==> src/hw/rtl/per_host_rtt_stats_table_macros.svh <==
// ----------------------------------------------------------------------------
// per_host_rtt_stats_table_macros.svh
// Assertion helpers shared by the RTT statistics table RTL.
// ----------------------------------------------------------------------------
`ifndef PER_HOST_RTT_STATS_TABLE_MACROS_SVH
`define PER_HOST_RTT_STATS_TABLE_MACROS_SVH

// Same-cycle implication, sampled on i_clk, off while i_rst_n is low
`define PRST_ASSERT_NOW(lbl, ante, cons, msg) \
    lbl: assert property (@(posedge i_clk) disable iff (!i_rst_n) (ante) |-> (cons)) \
        else $error(msg);

// Next-cycle implication, sampled on i_clk, off while i_rst_n is low
`define PRST_ASSERT_NEXT(lbl, ante, cons, msg) \
    lbl: assert property (@(posedge i_clk) disable iff (!i_rst_n) (ante) |=> (cons)) \
        else $error(msg);

`endif

==> src/hw/rtl/prst_pkg.sv <==
// ----------------------------------------------------------------------------
// prst_pkg
// Shared types and constants of the per-host RTT statistics table.
// ----------------------------------------------------------------------------
package prst_pkg;

    // Field widths
    localparam int TS_W   = 64;
    localparam int ADDR_W = 32;
    localparam int RTT_W  = 32;
    localparam int CNT_W  = 31;
    localparam int MIN_W  = 31;
    localparam int SLOT_W = 7;

    // Tick-to-microsecond divide
    localparam int               REM_W        = 10;
    localparam logic [REM_W-1:0] TICKS_PER_US = 10'd1000;
    // Magnitudes from here up give a quotient of 2^31 or more
    localparam logic [TS_W-1:0]  SAT_TICKS    = 64'd2147483648000;
    // Below that bound: (mag >> 3) / 125 as a multiply by ceil(2^45 / 125)
    localparam int                 DIV_PRE_W   = 3;
    localparam int                 DIV_X_W     = 38;
    localparam int                 DIV_H_W     = 19;
    localparam int                 RECIP_W     = 39;
    localparam logic [RECIP_W-1:0] RECIP_125   = 39'd281474976711;
    localparam int                 RECIP_SHIFT = 45;
    localparam int                 PROD_W      = DIV_X_W + RECIP_W;

    // Register file
    localparam int               CFG_ADDR_W      = 3;
    localparam int               CFG_DATA_W      = 32;
    localparam logic             REG_MIN_START   = 1'b0;
    localparam logic [MIN_W-1:0] MIN_START_RESET = 31'd10000000;

    localparam logic [CNT_W-1:0] COUNT_MAX = {CNT_W{1'b1}};
    localparam logic [RTT_W-1:0] RTT_POS_SAT = 32'h7FFF_FFFF;
    localparam logic [RTT_W-1:0] RTT_NEG_SAT = 32'h8000_0000;

    // One table entry
    typedef struct packed {
        logic [ADDR_W-1:0]        key;
        logic signed [RTT_W-1:0]  min_v;
        logic signed [RTT_W-1:0]  max_v;
        logic [CNT_W-1:0]         count;
    } t_entry;

    // Controller to datapath
    typedef struct packed {
        logic load;
        logic div_start;
        logic search;
        logic claim;
        logic calc_rtt;
        logic emit;
    } t_cmd;

    // Datapath to controller
    typedef struct packed {
        logic addr_zero;
        logic hit;
        logic miss_done;
        logic full;
        logic div_busy;
        logic out_free;
    } t_stat;

endpackage

==> src/hw/rtl/prst_ctrl.sv <==
// ----------------------------------------------------------------------------
// prst_ctrl
// Controller: sequences capture, key search, entry claim, round-trip
// conversion and result emission for one request at a time.
// ----------------------------------------------------------------------------
module prst_ctrl import prst_pkg::*; (
    input  logic  i_clk,
    input  logic  i_rst_n,
    input  logic  i_valid,
    output logic  o_ready,
    input  t_stat i_stat,
    output t_cmd  o_cmd
);

    typedef enum logic [4:0] {
        S_IDLE   = 5'b00001,
        S_PREP   = 5'b00010,
        S_SEARCH = 5'b00100,
        S_CALC   = 5'b01000,
        S_EMIT   = 5'b10000
    } t_state;

    t_state r_state;
    t_state n_state;

    // Next state and commands
    always_comb begin
        n_state = r_state;
        o_cmd   = '0;
        case (r_state)
            S_IDLE: begin
                o_cmd.load = i_valid;
                if (i_valid) begin
                    n_state = S_PREP;
                end
            end
            S_PREP: begin
                if (i_stat.addr_zero) begin
                    n_state = S_EMIT;
                end else begin
                    o_cmd.div_start = 1'b1;
                    n_state         = S_SEARCH;
                end
            end
            S_SEARCH: begin
                o_cmd.search = 1'b1;
                if (i_stat.hit) begin
                    n_state = S_CALC;
                end else if (i_stat.miss_done) begin
                    if (i_stat.full) begin
                        n_state = S_EMIT;
                    end else begin
                        o_cmd.claim = 1'b1;
                        n_state     = S_CALC;
                    end
                end
            end
            S_CALC: begin
                if (!i_stat.div_busy) begin
                    o_cmd.calc_rtt = 1'b1;
                    n_state        = S_EMIT;
                end
            end
            S_EMIT: begin
                if (i_stat.out_free) begin
                    o_cmd.emit = 1'b1;
                    n_state    = S_IDLE;
                end
            end
            default: begin
                n_state = S_IDLE;
            end
        endcase
    end

    always_ff @(posedge i_clk) begin
        if (!i_rst_n) begin
            r_state <= S_IDLE;
        end else begin
            r_state <= n_state;
        end
    end

    assign o_ready = (r_state == S_IDLE);

endmodule

==> config.mk <==
export PLATFORM = sky130hd
export DESIGN_NAME = prst_ctrl
export DESIGN_NICKNAME = d
export VERILOG_FILES = /design/src/hw/rtl/per_host_rtt_stats_table_macros.svh /design/src/hw/rtl/prst_pkg.sv /design/src/hw/rtl/prst_ctrl.sv
export SDC_FILE = /design/constraint.sdc
export NUM_CORES = 1
export LEC_CHECK = 0
export BUFFER_PORTS_ARGS = -buffer_cell sky130_fd_sc_hd__buf_2
export CAP_MARGIN = 10
export CORE_AREA = 8 8 45 47
export CTS_CLUSTER_SIZE = 20
export DETAILED_ROUTE_END_ITERATION = 16
export DIE_AREA = 0 0 53 55
export PLACE_DENSITY_LB_ADDON = 0.15
export SYNTH_ARGS = -nofsm -noshare
export SYNTH_HDL_FRONTEND = slang
export SYNTH_SLANG_ARGS = --single-unit
==> constraint.sdc <==
create_clock -name i_clk -period 2.3 [get_ports i_clk]
set_clock_uncertainty 0.15 [all_clocks]
set_input_delay 0.23 -clock i_clk [delete_from_list [all_inputs] [get_ports i_clk]]
set_output_delay 0.23 -clock i_clk [all_outputs]
set_load 0.02 [all_outputs]
==> flow_summary.toml, run 1 <==
[place]
port_buffers = 15
hpwlAfterDp_um = 830
postPlaceCellArea_um2 = 453
place_congestion = 0.766
pre_cts_ws_ps = 332

[worst_setup_path]
path_cells = "or4_1 > or2_2 > nor3b_1 > buf_2"
critPathArrivalTime_ps = 1800
critical_path_class = "reg2out"
reg2reg_depth = 4
start_kind = "flop"
max_stage_delay_ps = 530
slowest_stage = "or4_1"
cp.required_ps = 1920
critPathMaxFanout = 8
end_kind = "output pin"

[cells_and_area]
most-common-layout-cells = "15 x buf_2, 7 x nor2_1, 3 x clkbuf_4, 3 x dfxtp_1"
final_layout_size_suffix_gt1_share_pct = 38.5
area_delta_synth_final_pct = 33.2
regMostFlops = "r_state"
layout_commonest_cell = "buf_2"
largest_register_ff_count = 5
finalInstanceArea_um2 = 482
antenna-diode-count = 0
fin_nets = 75
largestRegisters = "r_state (5)"

[cts]
cts_buffers = 3
clk_pin_slew_ps = 40
clockBufferDepth = 2
cts_root_buffer = "clkbuf_4"
h-tree-depth = 1
cts_num_sinks = 5
cts_tree = "yes"
cts_hold_buf = 0
clkLatencyLatePin_ps = 240

[die]
die_w_um = 53
io_pins = 16
rows = 14
die-area_um2 = 2920
fp.dieH_um = 55
core_area_um2 = 1380
start_util_pct = 26.1

[synthesis]
synth_fp_nets = 56
yosysSeqAreaShare_pct = 27.7
synth_seq_cells = 5
ys.flop_type = "dfxtp_1"
synth_xor_area_share_pct = 2.42
ys_types = 31
synth_mux_area_share_pct = 0
synthSimpleGateAreaFrac_pct = 49.1
postSynthAreaPerCell_um2 = 7.69
synth-edff-count = 0
async_flop_share_pct = 0
yosysWarnings = 0
synth-compound-area-share_pct = 15.6
synth_top_family_by_area = "simple AND/OR/NAND/NOR gates"
synth_fa_ha_area_share_pct = 0
synthesis.area_um2 = 362
synthCells = 47

[routing]
vias = 411
wl_um = 995
wl_per_cell_um = 12.3
dr.first_iter.drc_count = 11
drt_first_pass_iters = 4
postRouteAntennaNets = 0
drc = 0
viasPerCell = 5.07

[timing]
hold_ws_ps = 58.2
fin_setup_tns_ps = 0
max_freq_ghz = 0.459
finalWorstSetupSlack_ps = 123
min_period_ps = 2180
max_slew_margin_pct = 76.7
hold_viol = 0
fin_crit_sh_pct = 94.7
rsz0062_at_grt = "false"
setup_viol = 0
worst_slew_pin_slew_ps = 347
finalMaxSlewViolations = 0

[hold_path]
hp-class = "in2reg"
hold_path_depth = 2

[global_route]
antenna_found_initial = 0
grt_max_degree = 12
grtUsageTotal_pct = 8.15
grt_pass1_wl_um = 1770
grt_pass1_vias = 410
overflow = 0

[power]
switching_share_pct = 33.2
clock_power_share_pct = 31.1
powerDensity_nw_per_um2 = 667
leakagePower_uw = 0.000214
p_comb_share_pct = 33.1
switchingPower_uw = 107
vdd_drop_max_mv = 0.277
p_int_uw = 215
pwr-share-seq_pct = 35.9

[job]
cap_violations = 0

[outcome]
status = "complete, no violations"
-- final cells by class --
type | instances | area, um^2
sequential | 5 | 103
fill | 155 | 902
multi-input combinational | 38 | 243
timing repair buffer | 16 | 82.6
inverter | 2 | 7.51
clock buffer | 4 | 26.3
tap | 16 | 20.0
-- cell families after synthesis --
| group | after synthesis |
|---|---|
| AND/OR/NAND/NOR | 29 |
| AO/OA/AOI/OAI | 8 |
| XOR/XNOR | 1 |
| flip-flops | 5 |
| buffers and inverters | 4 |
-- stage by stage --
step	std cells	util [%]	total power, uW
6_report	81	34.8	321
5_1_grt	81	34.8	351
4_1_cts	81	34.6	325
3_5_place_dp	77	32.7	221
3_3_place_gp	77	32.7	224
2_1_floorplan	47	-	179
-- layer usage --
layer | GRT usage, % | share of wire [%] | routed length, um
met3 | 2.67 | 5.4 | 54
met1 | 9.91 | 43 | 426
met2 | 12.1 | 50 | 500
met5 | 0 | 0 | 0
met4 | 5.17 | 1.3 | 13
-- worst max-delay path: cells and delay by family, from the launching register on --
| kind | cells | cell delay, ps |
|---|---|---|
| buffers and inverters | 1 | 190 |
| DFF | 1 | 350 |
| and+or+nand+nor | 3 | 1030 |
-- final timing paths --
path	start	to	slack [ps]
setup / recovery	r_state[0]$_SDFFE_PN1P_	o_cmd[2]	120
setup reg to reg	r_state[0]$_SDFFE_PN1P_	r_state[1]$_SDFFE_PN0P_	460
hold reg to reg	r_state[0]$_SDFFE_PN1P_	r_state[0]$_SDFFE_PN1P_	440
hold / removal	i_rst_n	r_state[0]$_SDFFE_PN1P_	60
-- synthesized netlist by cell type, drive strengths merged (2+ instances only) --
cell type  instances  area (um^2)
inv                2         7.51
or2                2         12.5
and4               2         20.0
nor2               7         26.3
or3                2         13.8
o211ai             2         15.0
a21boi             2         15.0
nand3              2         10.0
nand4              2         12.5
dfxtp              5          100
-- power groups by stage --
stage	logic (uW)	clock network (uW)	registers (uW)
2_1_floorplan	69.6	0	109
3_3_place_gp	108	0	115
3_5_place_dp	107	0	115
4_1_cts	107	105	113
5_1_grt	120	112	119
6_report	106	99.8	115
-- repair_timing --
action | CTS | global route
setup endpoints to repair | 0 | 1
endpoints found under the hold margin | 0 | 0
resized for setup | 0 | 2
setup buffers | 0 | 0
Power figures use the tool's default switching activity.
==> inputs of run 2 (changes only) <==
Settings changed: CORE_AREA 8 8 45 47 to unset, CORE_MARGIN set to 8, CORE_UTILIZATION set to 25, DIE_AREA 0 0 53 55 to unset.
==> run 2 against run 1 <==
  * Fmax down 0.72%
  * Design area down 0.52%
  * Sequential power about the same
  * Register-to-register slack worse by 20 ps
  * Die area up 0.15%
  * Sequential share of layout area up 0.11 points
  * Critical path depth unchanged
  * Total power down 0.69%
  * Cell count down 2.5%
  * First-iteration DRC count up 45%
  * Utilization up 1.1 points
  * Wire length up 4.9%
  * Largest power group unchanged
  * Highest routed layer is now met3
==> flow_summary.toml, run 2 (synthesis gave the netlist of run 1 again) <==
[worst_setup_path]
path_buf_inv = 1
path_cells = "or4_1 > or2_2 > nor3b_1 > buf_2"
end_kind = "output pin"
crit_family = "simple AND/OR/NAND/NOR gates"
critPathArrivalTime_ps = 1810
start_kind = "flop"
max_stage_delay_ps = 530
cp.required_ps = 1920
slowest_stage = "or4_1"
critical_path_class = "reg2out"
critPathMaxFanout = 8

[cts]
clkLatencyLatePin_ps = 240
cts_buffers = 3
cts_root_buffer = "clkbuf_4"
cts_num_sinks = 5
cts_tree = "yes"
clk_pin_slew_ps = 40
clockBufferDepth = 2
cts_hold_buf = 0
h-tree-depth = 1
postCtsSetupBuffers = 0

[global_route]
grt_max_degree = 12
grt_pass1_vias = 393
antenna_found_initial = 0
overflow = 0
grtUsageTotal_pct = 7.88
grt_pass1_wl_um = 1730

[timing]
fin_crit_sh_pct = 95.3
finalWorstSetupSlack_ps = 107
finalMaxSlewViolations = 0
hold_viol = 0
fin_setup_tns_ps = 0
max_freq_ghz = 0.456
max_slew_margin_pct = 75.1
worst_slew_pin_slew_ps = 372
setup_viol = 0
rsz0062_at_grt = "false"
min_period_ps = 2190

[place]
pre_cts_ws_ps = 315
place_congestion = 0.833
port_buffers = 15
hpwlAfterDp_um = 821

[cells_and_area]
regMostFlops = "r_state"
seq_area_um2 = 103
largestRegisters = "r_state (5)"
layout_commonest_cell = "buf_2"
final_layout_size_suffix_gt1_share_pct = 39.1
antenna-diode-count = 0
area_delta_synth_final_pct = 32.5
most-common-layout-cells = "15 x buf_2, 7 x nor2_1, 3 x clkbuf_4, 3 x dfxtp_1"
fin_nets = 74
multi_input_area_um2 = 249
fill_cells = 153
fin_util_pct = 35.9
largest_register_ff_count = 5

[routing]
vias = 423
dr.first_iter.drc_count = 16
viasPerCell = 5.35
wl_um = 1040
postRouteAntennaNets = 0
wl_per_cell_um = 13.2
drt_first_pass_iters = 4
drc = 0

[power]
vdd_drop_max_mv = 0.385
powerDensity_nw_per_um2 = 666
leakagePower_uw = 0.000212

[die]
rows = 13
start_util_pct = 27.1
core_area_um2 = 1330
die_w_um = 54.0
die-area_um2 = 2920
io_pins = 16
fp.dieH_um = 54.0

[job]
cap_violations = 0

[outcome]
status = "complete, no violations"

[hold_path]
hp-class = "in2reg"
-- run 2: cell types whose count changed in the layout (fill, tap and decap cells not counted) --
cell and delta:
buf_4 -1, nor4b_1 -1, nor4b_2 +1
-- run 2: worst paths after layout --
kind,cells after the start,from,slack [ps],end
max reg2reg,5,r_state[0]$_SDFFE_PN1P_,440,r_state[3]$_SDFFE_PN0P_
max,4,r_state[0]$_SDFFE_PN1P_,110,o_cmd[2]
min reg2reg,2,r_state[0]$_SDFFE_PN1P_,450,r_state[0]$_SDFFE_PN1P_
min,2,i_rst_n,60,r_state[0]$_SDFFE_PN1P_
-- run 2: metal layers --
metal  GRT usage (%)  vias to the layer above  share of wire [%]
met2            12.5                       11                 51
met1            8.78                      201                 43
met3            2.75                        0                6.4
met4            4.92                        0                  0
met5               0                        -                  0
li1                -                      211                  -
-- run 2: through the flow --
stage | instance area [um^2] | power (uW) | instances | hold slack [ps]
6_report | 479 | 319 | 79 | 62.5
5_1_grt | 479 | 343 | 79 | 61.3
4_1_cts | 470 | 318 | 79 | 52.5
3_5_place_dp | 444 | 213 | 75 | 304
3_3_place_gp | 444 | 214 | 75 | 311
2_1_floorplan | 362 | 179 | 47 | 152
-- run 2: cell type report --
cell class,count,area share [%]
inverters,2,1.57
clock buffers,4,5.48
repair buffers,15,15.7
well taps,15,3.92
flip-flops and latches,5,21.4
multi-input cells,38,52.0
-- run 2: timing repair --
action | 4_1_cts | 5_1_grt
endpoints found under the setup margin | 0 | 2
gates resized for setup | 0 | 3
hold endpoints to repair | 0 | 0
-- run 2: power breakdown --
part	switching [uW]	internal [uW]
combinational	54.7	46.0
clock	35.6	65.6
sequential	19.1	98.2
total	109	210
